===== src/hw/rtl/led_wave_pulse_envelope_core_macros.svh =====
// Assertion macros used by the wave envelope core top level.
// Expects clk and rst_n in scope at the point of use.
`ifndef LED_WAVE_PULSE_ENVELOPE_CORE_MACROS_SVH
`define LED_WAVE_PULSE_ENVELOPE_CORE_MACROS_SVH

// Same-cycle implication, disabled during reset
`define LWPE_ASSERT_SAME(lbl, ante, cons, msg) \
    lbl: assert property (@(posedge clk) disable iff (!rst_n) (ante) |-> (cons)) \
        else $error(msg);

// Next-cycle implication, disabled during reset
`define LWPE_ASSERT_NEXT(lbl, ante, cons, msg) \
    lbl: assert property (@(posedge clk) disable iff (!rst_n) (ante) |=> (cons)) \
        else $error(msg);

`endif


===== src/hw/rtl/lwpe_pkg.sv =====
// Package for the wave envelope core: codes, widths, reset values and shared structs.
// No dependencies; the core, config and unit files refer to it by scoped names.
`default_nettype none

package lwpe_pkg;

    // Item kinds
    localparam logic [1:0] KIND_TICK     = 2'd0;
    localparam logic [1:0] KIND_ACTIVATE = 2'd1;
    localparam logic [1:0] KIND_QUERY    = 2'd2;

    // Configuration register indexes
    localparam int unsigned CFG_IDX_W  = 4;
    localparam int unsigned CFG_DATA_W = 24;
    localparam logic [CFG_IDX_W-1:0] CFG_MAX_REACH    = 4'd0;
    localparam logic [CFG_IDX_W-1:0] CFG_PANEL_DELAY  = 4'd1;
    localparam logic [CFG_IDX_W-1:0] CFG_RISE_TIME    = 4'd2;
    localparam logic [CFG_IDX_W-1:0] CFG_FALL_TIME    = 4'd3;
    localparam logic [CFG_IDX_W-1:0] CFG_GAP_TIME     = 4'd4;
    localparam logic [CFG_IDX_W-1:0] CFG_DECAY_FACTOR = 4'd5;
    localparam logic [CFG_IDX_W-1:0] CFG_IDLE_COLOR   = 4'd6;
    localparam logic [CFG_IDX_W-1:0] CFG_ORIGIN_PANEL = 4'd7;

    // Register reset values
    localparam logic [7:0]  RST_MAX_REACH    = 8'd8;
    localparam logic [15:0] RST_PANEL_DELAY  = 16'd50;
    localparam logic [15:0] RST_RISE_TIME    = 16'd200;
    localparam logic [15:0] RST_FALL_TIME    = 16'd400;
    localparam logic [15:0] RST_GAP_TIME     = 16'd500;
    localparam logic [15:0] RST_DECAY_FACTOR = 16'd52429;
    localparam logic [23:0] RST_IDLE_COLOR   = 24'd0;
    localparam logic [7:0]  RST_ORIGIN_PANEL = 8'd0;

    // Reach limit in panels
    localparam logic [7:0] REACH_CAP = 8'd255;

    // Fixed-point constants
    localparam logic [16:0] F_ONE      = 17'd65536;   // 1.0 in Q1.16
    localparam logic [15:0] ENV_ONE    = 16'd32768;   // 1.0 in Q1.15
    localparam logic [31:0] ROUND_HALF = 32'd32768;   // rounding for >> 16

    // Ramp divider: 15 quotient bits, one per step
    localparam int unsigned DIV_STEPS  = 15;
    localparam int unsigned DIV_STEP_W = 4;
    localparam logic [DIV_STEP_W-1:0] DIV_LAST = 4'(DIV_STEPS - 1);

    // Shared unit operations
    typedef enum logic {
        UNIT_MAC   = 1'b0,
        UNIT_DSTEP = 1'b1
    } unit_op_t;

    typedef struct packed {
        unit_op_t    op;
        logic [16:0] a;    // multiplicand, or partial remainder
        logic [15:0] b;    // multiplier, or divisor
        logic [31:0] c;    // addend
    } unit_req_t;

    typedef struct packed {
        logic [32:0] y;    // a*b + c, or new remainder in [16:0]
        logic        qbit; // quotient bit of a division step
    } unit_res_t;

    // Configuration as seen by the sequencer
    typedef struct packed {
        logic [7:0]  reach;         // clamped reach, 1..REACH_CAP
        logic [15:0] panel_delay;
        logic [15:0] rise_time;
        logic [15:0] fall_time;
        logic [17:0] tail_sum;      // rise + fall + gap
        logic [15:0] decay_factor;
        logic [23:0] idle_color;
        logic [7:0]  origin_panel;
    } cfg_t;

endpackage

`default_nettype wire


===== src/hw/rtl/lwpe_if.sv =====
// Valid/ready channel interfaces for the wave envelope core.
// Depends on nothing; field widths follow the item definitions.
`default_nettype none

interface lwpe_cmd_if;
    logic        valid;
    logic        ready;
    logic [1:0]  kind;
    logic [7:0]  delta_ms;
    logic        sensor_active;
    logic [23:0] new_color;
    logic [7:0]  panel_sel;

    modport source (output valid, kind, delta_ms, sensor_active, new_color, panel_sel,
                    input ready);
    modport sink   (input valid, kind, delta_ms, sensor_active, new_color, panel_sel,
                    output ready);
endinterface

interface lwpe_rsp_if;
    logic        valid;
    logic        ready;
    logic [15:0] intensity;
    logic [23:0] color;
    logic        wave_active;

    modport source (output valid, intensity, color, wave_active, input ready);
    modport sink   (input valid, intensity, color, wave_active, output ready);
endinterface

`default_nettype wire


===== src/hw/rtl/led_wave_pulse_envelope_core.sv =====
// Wave envelope core top level: sequencer, wave state, output register.
// Depends on lwpe_pkg, lwpe_if, lwpe_cfg, lwpe_unit and the assertion macro header.
//
//   Channel | Direction | Handshake        | Payload
//   --------+-----------+------------------+------------------------------------------
//   cmd     | in        | valid/ready      | kind, delta_ms, sensor_active, new_color,
//           |           |                  | panel_sel
//   rsp     | out       | valid/ready      | intensity, color, wave_active
//   wr_*    | in        | wr_en, no stall  | wr_index, wr_data
//
// One item at a time; cmd.ready is high only while the sequencer is idle.
// Activate, idle tick, idle or out-of-reach query go straight to publish; a running tick
// computes the pulse limit, then checks it. A query computes its panel delay and picks
// the ramp phase; on a ramp it runs 15 division steps, then one multiply per panel.
// A full output register holds the sequencer in its last state until the sink takes it.
// Asynchronous active-low reset clears the wave state and loads register defaults.
`default_nettype none
`include "led_wave_pulse_envelope_core_macros.svh"

module led_wave_pulse_envelope_core (
    input  wire                               clk,
    input  wire                               rst_n,
    lwpe_cmd_if.sink                          cmd,
    lwpe_rsp_if.source                        rsp,
    input  wire                               wr_en,
    input  wire [lwpe_pkg::CFG_IDX_W-1:0]     wr_index,
    input  wire [lwpe_pkg::CFG_DATA_W-1:0]    wr_data
);

    typedef enum logic [9:0] {
        S_IDLE  = 10'b00_0000_0001,
        S_TICK  = 10'b00_0000_0010,
        S_TCHK  = 10'b00_0000_0100,
        S_QDLY  = 10'b00_0000_1000,
        S_QENV  = 10'b00_0001_0000,
        S_QFALL = 10'b00_0010_0000,
        S_QDIV  = 10'b00_0100_0000,
        S_QPOW  = 10'b00_1000_0000,
        S_QMIX  = 10'b01_0000_0000,
        S_DONE  = 10'b10_0000_0000
    } state_t;

    lwpe_pkg::cfg_t      cfg;
    lwpe_pkg::unit_req_t ureq;
    lwpe_pkg::unit_res_t ures;

    state_t      state_reg,      state_next;
    logic        prop_reg,       prop_next;
    logic [31:0] elapsed_reg,    elapsed_next;
    logic [23:0] color_reg,      color_next;
    logic        sensor_reg,     sensor_next;
    logic [7:0]  dist_reg,       dist_next;
    logic [32:0] acc_reg,        acc_next;
    logic [15:0] intensity_reg,  intensity_next;
    logic [16:0] rem_reg,        rem_next;
    logic [15:0] div_reg,        div_next;
    logic [14:0] quo_reg,        quo_next;
    logic        fall_mode_reg,  fall_mode_next;
    logic [lwpe_pkg::DIV_STEP_W-1:0] step_reg, step_next;
    logic [7:0]  pow_cnt_reg,    pow_cnt_next;
    logic [16:0] f_reg,          f_next;
    logic [15:0] env_reg,        env_next;
    logic        out_valid_reg,  out_valid_next;
    logic [15:0] out_int_reg,    out_int_next;
    logic [23:0] out_color_reg,  out_color_next;
    logic        out_active_reg, out_active_next;

    logic        take;
    logic [32:0] sat_sum;
    logic [7:0]  dist_abs;
    logic [32:0] t_diff;
    logic [14:0] quo_final;

    lwpe_cfg u_cfg (
        .clk      (clk),
        .rst_n    (rst_n),
        .wr_en    (wr_en),
        .wr_index (wr_index),
        .wr_data  (wr_data),
        .cfg      (cfg)
    );

    lwpe_unit u_unit (
        .req (ureq),
        .res (ures)
    );

    // Handshake and port drive
    assign cmd.ready       = (state_reg == S_IDLE);
    assign take            = cmd.valid && cmd.ready;
    assign rsp.valid       = out_valid_reg;
    assign rsp.intensity   = out_int_reg;
    assign rsp.color       = out_color_reg;
    assign rsp.wave_active = out_active_reg;

    // Helpers: saturating timer add, panel distance, delayed time, final quotient
    always_comb
    begin
        sat_sum   = {1'b0, elapsed_reg} + {25'd0, cmd.delta_ms};
        dist_abs  = (cmd.panel_sel >= cfg.origin_panel)
                  ? (cmd.panel_sel - cfg.origin_panel)
                  : (cfg.origin_panel - cmd.panel_sel);
        t_diff    = {1'b0, elapsed_reg} - {1'b0, acc_reg[31:0]};
        quo_final = {quo_reg[13:0], ures.qbit};
    end

    // Route operands to the shared unit
    always_comb
    begin
        ureq    = '0;
        ureq.op = lwpe_pkg::UNIT_MAC;
        case (state_reg)
            S_TICK:
            begin
                ureq.a = {9'd0, cfg.reach};
                ureq.b = cfg.panel_delay;
                ureq.c = {14'd0, cfg.tail_sum};
            end
            S_QDLY:
            begin
                ureq.a = {9'd0, dist_reg};
                ureq.b = cfg.panel_delay;
            end
            S_QDIV:
            begin
                ureq.op = lwpe_pkg::UNIT_DSTEP;
                ureq.a  = rem_reg;
                ureq.b  = div_reg;
            end
            S_QPOW:
            begin
                ureq.a = f_reg;
                ureq.b = cfg.decay_factor;
                ureq.c = lwpe_pkg::ROUND_HALF;
            end
            S_QMIX:
            begin
                ureq.a = f_reg;
                ureq.b = env_reg;
                ureq.c = lwpe_pkg::ROUND_HALF;
            end
            default:
            begin
                ureq = '0;
            end
        endcase
    end

    // Sequencer
    always_comb
    begin
        state_next      = state_reg;
        prop_next       = prop_reg;
        elapsed_next    = elapsed_reg;
        color_next      = color_reg;
        sensor_next     = sensor_reg;
        dist_next       = dist_reg;
        acc_next        = acc_reg;
        intensity_next  = intensity_reg;
        rem_next        = rem_reg;
        div_next        = div_reg;
        quo_next        = quo_reg;
        fall_mode_next  = fall_mode_reg;
        step_next       = step_reg;
        pow_cnt_next    = pow_cnt_reg;
        f_next          = f_reg;
        env_next        = env_reg;
        out_valid_next  = out_valid_reg;
        out_int_next    = out_int_reg;
        out_color_next  = out_color_reg;
        out_active_next = out_active_reg;

        // Drop the result once the sink takes it
        if (out_valid_reg && rsp.ready)
            out_valid_next = 1'b0;

        case (state_reg)
            S_IDLE:
            begin
                if (take)
                begin
                    intensity_next = 16'd0;
                    sensor_next    = cmd.sensor_active;
                    dist_next      = dist_abs;
                    state_next     = S_DONE;
                    case (cmd.kind)
                        lwpe_pkg::KIND_TICK:
                        begin
                            if (prop_reg)
                            begin
                                elapsed_next = sat_sum[32] ? '1 : sat_sum[31:0];
                                state_next   = S_TICK;
                            end
                        end
                        lwpe_pkg::KIND_ACTIVATE:
                        begin
                            color_next   = cmd.new_color;
                            elapsed_next = 32'd0;
                            prop_next    = 1'b1;
                        end
                        lwpe_pkg::KIND_QUERY:
                        begin
                            if (prop_reg && (dist_abs <= cfg.reach))
                                state_next = S_QDLY;
                        end
                        default:
                        begin
                        end
                    endcase
                end
            end

            // Pulse limit: reach * delay + rise + fall + gap
            S_TICK:
            begin
                acc_next   = ures.y;
                state_next = S_TCHK;
            end

            // Restart or go idle once the timer reaches the limit
            S_TCHK:
            begin
                if ({1'b0, elapsed_reg} >= acc_reg)
                begin
                    if (sensor_reg)
                        elapsed_next = 32'd0;
                    else
                    begin
                        prop_next  = 1'b0;
                        color_next = cfg.idle_color;
                    end
                end
                state_next = S_DONE;
            end

            // Panel delay: distance * delay
            S_QDLY:
            begin
                acc_next   = ures.y;
                state_next = S_QENV;
            end

            // Pick the ramp phase of the delayed time
            S_QENV:
            begin
                if (t_diff[32] || (t_diff == 33'd0))
                    state_next = S_DONE;
                else if (t_diff[31:0] < {16'd0, cfg.rise_time})
                begin
                    rem_next       = {1'b0, t_diff[15:0]};
                    div_next       = cfg.rise_time;
                    fall_mode_next = 1'b0;
                    step_next      = '0;
                    state_next     = S_QDIV;
                end
                else
                begin
                    acc_next   = {1'b0, t_diff[31:0] - {16'd0, cfg.rise_time}};
                    state_next = S_QFALL;
                end
            end

            S_QFALL:
            begin
                if (acc_reg[31:0] < {16'd0, cfg.fall_time})
                begin
                    rem_next       = {1'b0, acc_reg[15:0]};
                    div_next       = cfg.fall_time;
                    fall_mode_next = 1'b1;
                    step_next      = '0;
                    state_next     = S_QDIV;
                end
                else
                    state_next = S_DONE;
            end

            // One quotient bit per cycle of time * 32768 / ramp length
            S_QDIV:
            begin
                rem_next  = ures.y[16:0];
                quo_next  = quo_final;
                step_next = step_reg + 1'b1;
                if (step_reg == lwpe_pkg::DIV_LAST)
                begin
                    env_next     = fall_mode_reg ? (lwpe_pkg::ENV_ONE - {1'b0, quo_final})
                                                 : {1'b0, quo_final};
                    f_next       = lwpe_pkg::F_ONE;
                    pow_cnt_next = dist_reg;
                    state_next   = (dist_reg == 8'd0) ? S_QMIX : S_QPOW;
                end
            end

            // Falloff: one rounded decay multiply per panel of distance
            S_QPOW:
            begin
                f_next       = ures.y[32:16];
                pow_cnt_next = pow_cnt_reg - 8'd1;
                if (pow_cnt_reg == 8'd1)
                    state_next = S_QMIX;
            end

            // Intensity: falloff times envelope, rounded
            S_QMIX:
            begin
                intensity_next = ures.y[31:16];
                state_next     = S_DONE;
            end

            // Hold until the output register is free, then publish
            S_DONE:
            begin
                if (!out_valid_reg || rsp.ready)
                begin
                    out_valid_next  = 1'b1;
                    out_int_next    = intensity_reg;
                    out_color_next  = color_reg;
                    out_active_next = prop_reg;
                    state_next      = S_IDLE;
                end
            end

            default:
            begin
                state_next = S_IDLE;
            end
        endcase
    end

    // Control and wave state
    always_ff @(posedge clk or negedge rst_n)
    begin
        if (!rst_n)
        begin
            state_reg     <= S_IDLE;
            prop_reg      <= 1'b0;
            elapsed_reg   <= 32'd0;
            color_reg     <= 24'd0;
            step_reg      <= '0;
            pow_cnt_reg   <= 8'd0;
            out_valid_reg <= 1'b0;
        end
        else
        begin
            state_reg     <= state_next;
            prop_reg      <= prop_next;
            elapsed_reg   <= elapsed_next;
            color_reg     <= color_next;
            step_reg      <= step_next;
            pow_cnt_reg   <= pow_cnt_next;
            out_valid_reg <= out_valid_next;
        end
    end

    // Datapath registers
    always_ff @(posedge clk)
    begin
        sensor_reg     <= sensor_next;
        dist_reg       <= dist_next;
        acc_reg        <= acc_next;
        intensity_reg  <= intensity_next;
        rem_reg        <= rem_next;
        div_reg        <= div_next;
        quo_reg        <= quo_next;
        fall_mode_reg  <= fall_mode_next;
        f_reg          <= f_next;
        env_reg        <= env_next;
        out_int_reg    <= out_int_next;
        out_color_reg  <= out_color_next;
        out_active_reg <= out_active_next;
    end

    // Checks on the sequencer and the fixed-point ranges
    `LWPE_ASSERT_NEXT(a_idle_query_short,
        take && (cmd.kind == lwpe_pkg::KIND_QUERY) && !prop_reg,
        state_reg == S_DONE, "idle query did not finish at once")
    `LWPE_ASSERT_SAME(a_falloff_range,
        (state_reg == S_QPOW) || (state_reg == S_QMIX),
        f_reg <= lwpe_pkg::F_ONE, "falloff above one")
    `LWPE_ASSERT_SAME(a_envelope_range,
        (state_reg == S_QPOW) || (state_reg == S_QMIX),
        env_reg <= lwpe_pkg::ENV_ONE, "envelope above one")
    `LWPE_ASSERT_NEXT(a_done_waits,
        (state_reg == S_DONE) && out_valid_reg && !rsp.ready,
        state_reg == S_DONE, "result overwrote a pending transaction")

endmodule

`default_nettype wire


===== src/hw/rtl/lwpe_unit.sv =====
// Shared arithmetic unit: one multiply-add, or one restoring division step.
// Depends on lwpe_pkg for the request and result structs.
`default_nettype none

module lwpe_unit (
    input  wire lwpe_pkg::unit_req_t req,
    output lwpe_pkg::unit_res_t      res
);

    logic [32:0] prod;
    logic [32:0] mac;
    logic [16:0] shifted;
    logic [16:0] divisor;
    logic        fits;

    // Multiply-add: 17x16 product plus a 32-bit addend
    always_comb
    begin
        prod = {16'd0, req.a} * {17'd0, req.b};
        mac  = prod + {1'b0, req.c};
    end

    // Division step: shift remainder left, subtract divisor where it fits
    always_comb
    begin
        shifted = {req.a[15:0], 1'b0};
        divisor = {1'b0, req.b};
        fits    = (shifted >= divisor);
    end

    always_comb
    begin
        res = '0;
        case (req.op)
            lwpe_pkg::UNIT_MAC:
            begin
                res.y    = mac;
                res.qbit = 1'b0;
            end
            lwpe_pkg::UNIT_DSTEP:
            begin
                res.y    = {16'd0, (fits ? (shifted - divisor) : shifted)};
                res.qbit = fits;
            end
            default:
            begin
                res = '0;
            end
        endcase
    end

endmodule

`default_nettype wire


===== src/hw/rtl/lwpe_cfg.sv =====
// Configuration register file: write decode, reset values, reach clamp, pulse tail sum.
// Depends on lwpe_pkg for register indexes, reset values and cfg_t.
`default_nettype none

module lwpe_cfg (
    input  wire                               clk,
    input  wire                               rst_n,
    input  wire                               wr_en,
    input  wire [lwpe_pkg::CFG_IDX_W-1:0]     wr_index,
    input  wire [lwpe_pkg::CFG_DATA_W-1:0]    wr_data,
    output lwpe_pkg::cfg_t                    cfg
);

    logic [7:0]  max_reach_reg;
    logic [15:0] panel_delay_reg;
    logic [15:0] rise_time_reg;
    logic [15:0] fall_time_reg;
    logic [15:0] gap_time_reg;
    logic [15:0] decay_factor_reg;
    logic [23:0] idle_color_reg;
    logic [7:0]  origin_panel_reg;

    // Decode writes; indexes beyond the list fall through
    always_ff @(posedge clk or negedge rst_n)
    begin
        if (!rst_n)
        begin
            max_reach_reg    <= lwpe_pkg::RST_MAX_REACH;
            panel_delay_reg  <= lwpe_pkg::RST_PANEL_DELAY;
            rise_time_reg    <= lwpe_pkg::RST_RISE_TIME;
            fall_time_reg    <= lwpe_pkg::RST_FALL_TIME;
            gap_time_reg     <= lwpe_pkg::RST_GAP_TIME;
            decay_factor_reg <= lwpe_pkg::RST_DECAY_FACTOR;
            idle_color_reg   <= lwpe_pkg::RST_IDLE_COLOR;
            origin_panel_reg <= lwpe_pkg::RST_ORIGIN_PANEL;
        end
        else if (wr_en)
        begin
            case (wr_index)
                lwpe_pkg::CFG_MAX_REACH:    max_reach_reg    <= wr_data[7:0];
                lwpe_pkg::CFG_PANEL_DELAY:  panel_delay_reg  <= wr_data[15:0];
                lwpe_pkg::CFG_RISE_TIME:    rise_time_reg    <= wr_data[15:0];
                lwpe_pkg::CFG_FALL_TIME:    fall_time_reg    <= wr_data[15:0];
                lwpe_pkg::CFG_GAP_TIME:     gap_time_reg     <= wr_data[15:0];
                lwpe_pkg::CFG_DECAY_FACTOR: decay_factor_reg <= wr_data[15:0];
                lwpe_pkg::CFG_IDLE_COLOR:   idle_color_reg   <= wr_data[23:0];
                lwpe_pkg::CFG_ORIGIN_PANEL: origin_panel_reg <= wr_data[7:0];
                default:
                begin
                end
            endcase
        end
    end

    // Clamp reach to at least one panel and at most the distance limit
    always_comb
    begin
        cfg = '0;
        if (max_reach_reg == 8'd0)
            cfg.reach = 8'd1;
        else if (max_reach_reg > lwpe_pkg::REACH_CAP)
            cfg.reach = lwpe_pkg::REACH_CAP;
        else
            cfg.reach = max_reach_reg;
        cfg.panel_delay  = panel_delay_reg;
        cfg.rise_time    = rise_time_reg;
        cfg.fall_time    = fall_time_reg;
        cfg.tail_sum     = {2'd0, rise_time_reg} + {2'd0, fall_time_reg}
                         + {2'd0, gap_time_reg};
        cfg.decay_factor = decay_factor_reg;
        cfg.idle_color   = idle_color_reg;
        cfg.origin_panel = origin_panel_reg;
    end

endmodule

`default_nettype wire

===== src/flat_wrapper.sv =====
// flat-port wrapper written by rule: the top's interface ports become plain ports
module led_wave_pulse_envelope_core_flat 
  (clk, rst_n, wr_en, wr_index, wr_data, cmd_valid, cmd_kind, cmd_delta_ms, cmd_sensor_active, cmd_new_color, cmd_panel_sel, cmd_ready, rsp_valid, rsp_intensity, rsp_color, rsp_wave_active, rsp_ready);
  lwpe_cmd_if cmd_i ();
  lwpe_rsp_if rsp_i ();
  input  wire clk;
  input  wire rst_n;
  input  wire wr_en;
  input  wire [lwpe_pkg::CFG_IDX_W-1:0] wr_index;
  input  wire [lwpe_pkg::CFG_DATA_W-1:0] wr_data;
  input wire logic [$bits(cmd_i.valid)-1:0] cmd_valid;
  input wire logic [$bits(cmd_i.kind)-1:0] cmd_kind;
  input wire logic [$bits(cmd_i.delta_ms)-1:0] cmd_delta_ms;
  input wire logic [$bits(cmd_i.sensor_active)-1:0] cmd_sensor_active;
  input wire logic [$bits(cmd_i.new_color)-1:0] cmd_new_color;
  input wire logic [$bits(cmd_i.panel_sel)-1:0] cmd_panel_sel;
  output wire logic [$bits(cmd_i.ready)-1:0] cmd_ready;
  output wire logic [$bits(rsp_i.valid)-1:0] rsp_valid;
  output wire logic [$bits(rsp_i.intensity)-1:0] rsp_intensity;
  output wire logic [$bits(rsp_i.color)-1:0] rsp_color;
  output wire logic [$bits(rsp_i.wave_active)-1:0] rsp_wave_active;
  input wire logic [$bits(rsp_i.ready)-1:0] rsp_ready;
  assign cmd_i.valid = cmd_valid;
  assign cmd_i.kind = cmd_kind;
  assign cmd_i.delta_ms = cmd_delta_ms;
  assign cmd_i.sensor_active = cmd_sensor_active;
  assign cmd_i.new_color = cmd_new_color;
  assign cmd_i.panel_sel = cmd_panel_sel;
  assign cmd_ready = cmd_i.ready;
  assign rsp_valid = rsp_i.valid;
  assign rsp_intensity = rsp_i.intensity;
  assign rsp_color = rsp_i.color;
  assign rsp_wave_active = rsp_i.wave_active;
  assign rsp_i.ready = rsp_ready;
  led_wave_pulse_envelope_core u_core (.clk(clk), .rst_n(rst_n), .cmd(cmd_i), .rsp(rsp_i), .wr_en(wr_en), .wr_index(wr_index), .wr_data(wr_data));
endmodule

===== config.mk =====
export PLATFORM = sky130hd
export DESIGN_NAME = led_wave_pulse_envelope_core_flat
export DESIGN_NICKNAME = d
export VERILOG_FILES = /design/src/hw/rtl/lwpe_pkg.sv /design/src/hw/rtl/lwpe_if.sv /design/src/hw/rtl/led_wave_pulse_envelope_core.sv /design/src/hw/rtl/lwpe_unit.sv /design/src/hw/rtl/lwpe_cfg.sv /design/src/flat_wrapper.sv
export VERILOG_INCLUDE_DIRS = /design/src /design/src/hw/rtl
export SDC_FILE = /design/constraint.sdc
export NUM_CORES = 2
export LEC_CHECK = 0
export BUFFER_PORTS_ARGS = -buffer_cell sky130_fd_sc_hd__buf_2
export CAP_MARGIN = 20
export CORE_ASPECT_RATIO = 0.9
export CORE_MARGIN = 1
export CORE_UTILIZATION = 65
export DETAILED_ROUTE_END_ITERATION = 12
export MAX_ROUTING_LAYER = met4
export PLACE_DENSITY_LB_ADDON = 0.3
export SKIP_LAST_GASP = 1
export SYNTH_ARGS = -nofsm -noshare
export SYNTH_HDL_FRONTEND = slang
export SYNTH_HIERARCHICAL = 1
export SYNTH_SLANG_ARGS = --single-unit

===== constraint.sdc =====
create_clock -name clk -period 15.51 [get_ports clk]
set_clock_uncertainty 0.2 [all_clocks]
set_input_delay 1.551 -clock clk [delete_from_list [all_inputs] [get_ports clk]]
set_output_delay 1.551 -clock clk [all_outputs]
set_load 0.05 [all_outputs]

==> flow_metrics.py <==
metrics = {
    "global_route": {
        "use_met2_pct": 59.1,
        "grt_overflow": 0,
        "grt_pass1_vias": 27103,
        "track_usage_pct": 40.0,
        "grt_busiest_layer": "met2",
        "antenna_found_initial": 4,
        "gr-usage-met1_pct": 53.8,
        "grt_pass1_wl_um": 156000,
        "grt_start_max_net_pins": 79,
        "gr-usage-met3_pct": 10.2,
    },
    "synthesis": {
        "yosys_warnings": 6,
        "ys_seq_area_share_pct": 31.0,
        "ys.flop_type": "edfxtp_1",
        "synth_seq_cells": 380,
        "yosys.cell_types.count": 109,
        "synth_edf_count": 180,
        "syn-cell-area_um2": 33600,
        "synth_cells": 3523,
        "syn_area_per_cell_um2": 9.55,
        "async_flop_share_pct": 52.6,
    },
    "sta": {
        "rsz0062_at_grt": "false",
        "finalCriticalPeriod_ps": 10350,
        "drv_slew": 0,
        "hold_viol_final": 0,
        "fmax_ghz": 0.0966,
        "hold_ws_ps": 223,
        "finalCritPeriodShare_pct": 66.7,
        "relSlewSlack_pct": 19.9,
        "setup_tns_ps": 0,
        "setup_viol": 0,
        "worstMarginPinSlew_ps": 1190,
    },
    "clocking": {
        "clk_pin_slew_worst_paths_ps": 60,
        "root_buffer": "clkbuf_16",
        "cts_sinks": 380,
        "post_cts_resize_count": 0,
        "holdBufCountCts": 0,
        "cts_tree": "done",
        "clock_path_buffers": 3,
        "cts_made_buffers": 40,
        "clk_latency_ps": 590,
        "post-cts-setup-buffers": 0,
        "htree_levels": 2,
    },
    "final_layout": {
        "final_layout_size_suffix_gt1_share_pct": 11.9,
        "fillers": 3745,
        "nets": 4163,
        "largest_reg_flops": 33,
        "area_growth_pct": 7.47,
    },
    "worst_setup_path": {
        "required_ps": 15630,
        "setup.worst_path.class": "reg2reg",
        "crit_path_end_kind": "flop",
        "start_kind": "flop",
        "reg2regPathDepth": 26,
        "crit_fanout": 60,
        "cp.arrival_ps": 10470,
    },
    "flow_run": {
        "max_cap_viol_count": 0,
    },
    "die": {
        "die_x_um": 242,
        "initial_core_util_pct": 66.3,
        "fp.dieH_um": 218,
        "rows": 78,
        "die_area_um2": 52700,
        "core_area_um2": 50700,
        "io_pins": 119,
    },
    "placed_design": {
        "place.gp.congestion": 0.993,
        "dp.final_hpwl_um": 76400,
        "numPortBuffers": 118,
    },
    "outcome": {
        "status": "finished, final reports clean",
    },
    "power_and_ir_drop": {
        "leakagePower_nw": 17.0,
        "fin_total_pwr_w": 0.00374,
        "peakVddDrop_v": 0.000142,
        "power.density_nw_per_um2": 103,
    },
    "detailed_routing": {
        "finalWirelength_um": 101000,
        "post_drt_wl_per_cell_um": 23.6,
        "dr_total_vias": 27184,
        "first_iter_violations": 3095,
        "via_per_inst": 6.33,
        "dr.pass1.iters": 8,
        "drc": 0,
        "antenna_left": 0,
    },
    "hold_path": {
        "hold_class": "reg2reg",
        "hold_depth": 0,
    },
}
==> per-layer routing <==
metal	up-vias	share of wire, %
met4	0	3.9
met3	261	11
met1	13543	40
li1	11963	-
met2	1417	44
met5	-	0
==> cells by family (layout without fill, tap and decap cells) <==
logic type,Yosys count,in the layout,synth area share [%]
adder cells (fa/ha/maj),508,508,24.8
other,1,17,0.0111
AO/OA/AOI/OAI,667,667,13.2
multiplexers,167,167,5.45
AND/OR/NAND/NOR,997,997,14.6
buffers and inverters,684,758,7.83
flip-flops,380,380,31.0
XOR/XNOR,119,119,3.10
==> where the power goes <==
part	leakage (nW)	total (W)	switching, W	internal, W
Sequential	4.16	0.00139	0.000146	0.00125
Combinational	12.2	0.00133	0.000822	0.000509
Clock	0.670	0.00102	0.000435	0.000581
Total	17.0	0.00374	0.00140	0.00234
==> cell usage after synthesis (all sizes together) (8+ instances only) <==
library cell,n,area share [%]
o211ai,10,0.24
a21o,60,1.3
edfxtp,180,16
nand2,422,4.7
mux2,124,4.2
o21a,19,0.42
nand3,45,0.71
and2,173,3.2
a22o,11,0.29
or4,8,0.18
o21bai,16,0.36
ha,245,9.1
or2,10,0.19
a211o,10,0.29
dfstp,26,2.0
fa,263,16
inv,539,6.0
a211oi,18,0.47
mux2i,43,1.3
or3,14,0.28
xor2,37,0.96
nor4,17,0.38
and3,28,0.52
clkbuf,112,1.3
nor2b,15,0.28
buf,33,0.56
o31ai,18,0.43
nor2,125,1.4
dfrtp,174,13
a222oi,24,0.71
a22oi,17,0.38
a21oi,147,2.3
a31oi,27,0.55
nand2b,23,0.43
xnor2,82,2.1
nor3b,15,0.39
nand4,30,0.56
o21ai,216,3.3
nor3,46,0.70
==> final timing paths <==
kind,start,endpoint,slack (ps)
setup / recovery,u_core/state_reg[5]$_DFFE_PN0P_,u_core/f_reg[16]$_SDFFCE_PN1P_,5160
hold / removal,u_core/intensity_reg[9]$_SDFFCE_PN0P_,u_core/rsp.intensity[9]$_DFFE_PP_,220
setup reg to reg,u_core/state_reg[5]$_DFFE_PN0P_,u_core/f_reg[16]$_SDFFCE_PN1P_,5160
hold reg to reg,u_core/intensity_reg[9]$_SDFFCE_PN0P_,u_core/rsp.intensity[9]$_DFFE_PP_,220
max in group asynchronous,rst_n,u_core/elapsed_reg[21]$_DFFE_PN0P_,12120
min in group asynchronous,rst_n,u_core/u_cfg/origin_panel_reg[4]$_DFFE_PN0P_,770
==> cell type report <==
type	count	area, µm²	share of cell area [%]
inverter	539	2030	5.61
tap	680	851	2.35
timing repair buffer	146	817	2.26
clock inverter	21	240	0.664
sequential	380	10400	28.9
antenna	3	7.51	0.0208
multi-input combinational	2472	20600	57.1
clock buffer	52	1120	3.09
==> per-stage QoR <==
| step | area (µm²) | instances | util (%) | setup slack (ps) |
|---|---|---|---|---|
| finish | 36200 | 4293 | 71.2 | 5160 |
| global route | 36100 | 4291 | 71.2 | 4670 |
| CTS | 36100 | 4290 | 71.2 | 5430 |
| detailed placement | 34800 | 4217 | 68.5 | 5460 |
| global placement | 34800 | 4216 | 68.5 | 5750 |
| floorplan | 33700 | 3536 | - | 7180 |
==> worst max-delay path, stage by stage (launching register included) <==
cell and delay (ps):
dfrtp_1 420, nor4_1 450, nand3_1 170, or3b_2 560
clkinv_2 610, buf_4 670, a22o_1 920, nand2_1 180
fa_1 510, fa_1 510, fa_1 530, inv_1 60
fa_1 490, fa_1 510, inv_1 50, fa_1 480
inv_1 40, ha_1 350, a21oi_1 210, a21oi_1 120
o31ai_1 290, o211ai_2 200, a221oi_1 640, o31ai_1 220
xnor2_1 200, nor2_1 60, or2_2 310
==> layout by cell type (no fill, tap or decap), types with 13 or more instances in the layout <==
cell and n:
inv_1 537, nand2_1 420, fa_1 263, ha_1 245
o21ai_0 202, edfxtp_1 180, dfrtp_1 174, and2_1 172
a21oi_1 139, nor2_1 124, mux2_2 122, buf_2 117
xnor2_1 82, a21o_1 60, nor3_1 45, mux2i_1 43
nand3_1 42, clkbuf_16 41, xor2_1 37, nand4_1 30
and3_1 27, buf_4 27, a31oi_1 26, dfstp_2 26
a222oi_1 24, nand2b_1 23, o21a_1 19, a22oi_1 17
o21bai_1 16, o31ai_1 16, a211oi_1 15, nor4_1 15
nor2b_1 14, conb_1 14, or3_1 13
Note: power is estimated with default switching activity, not from simulation.
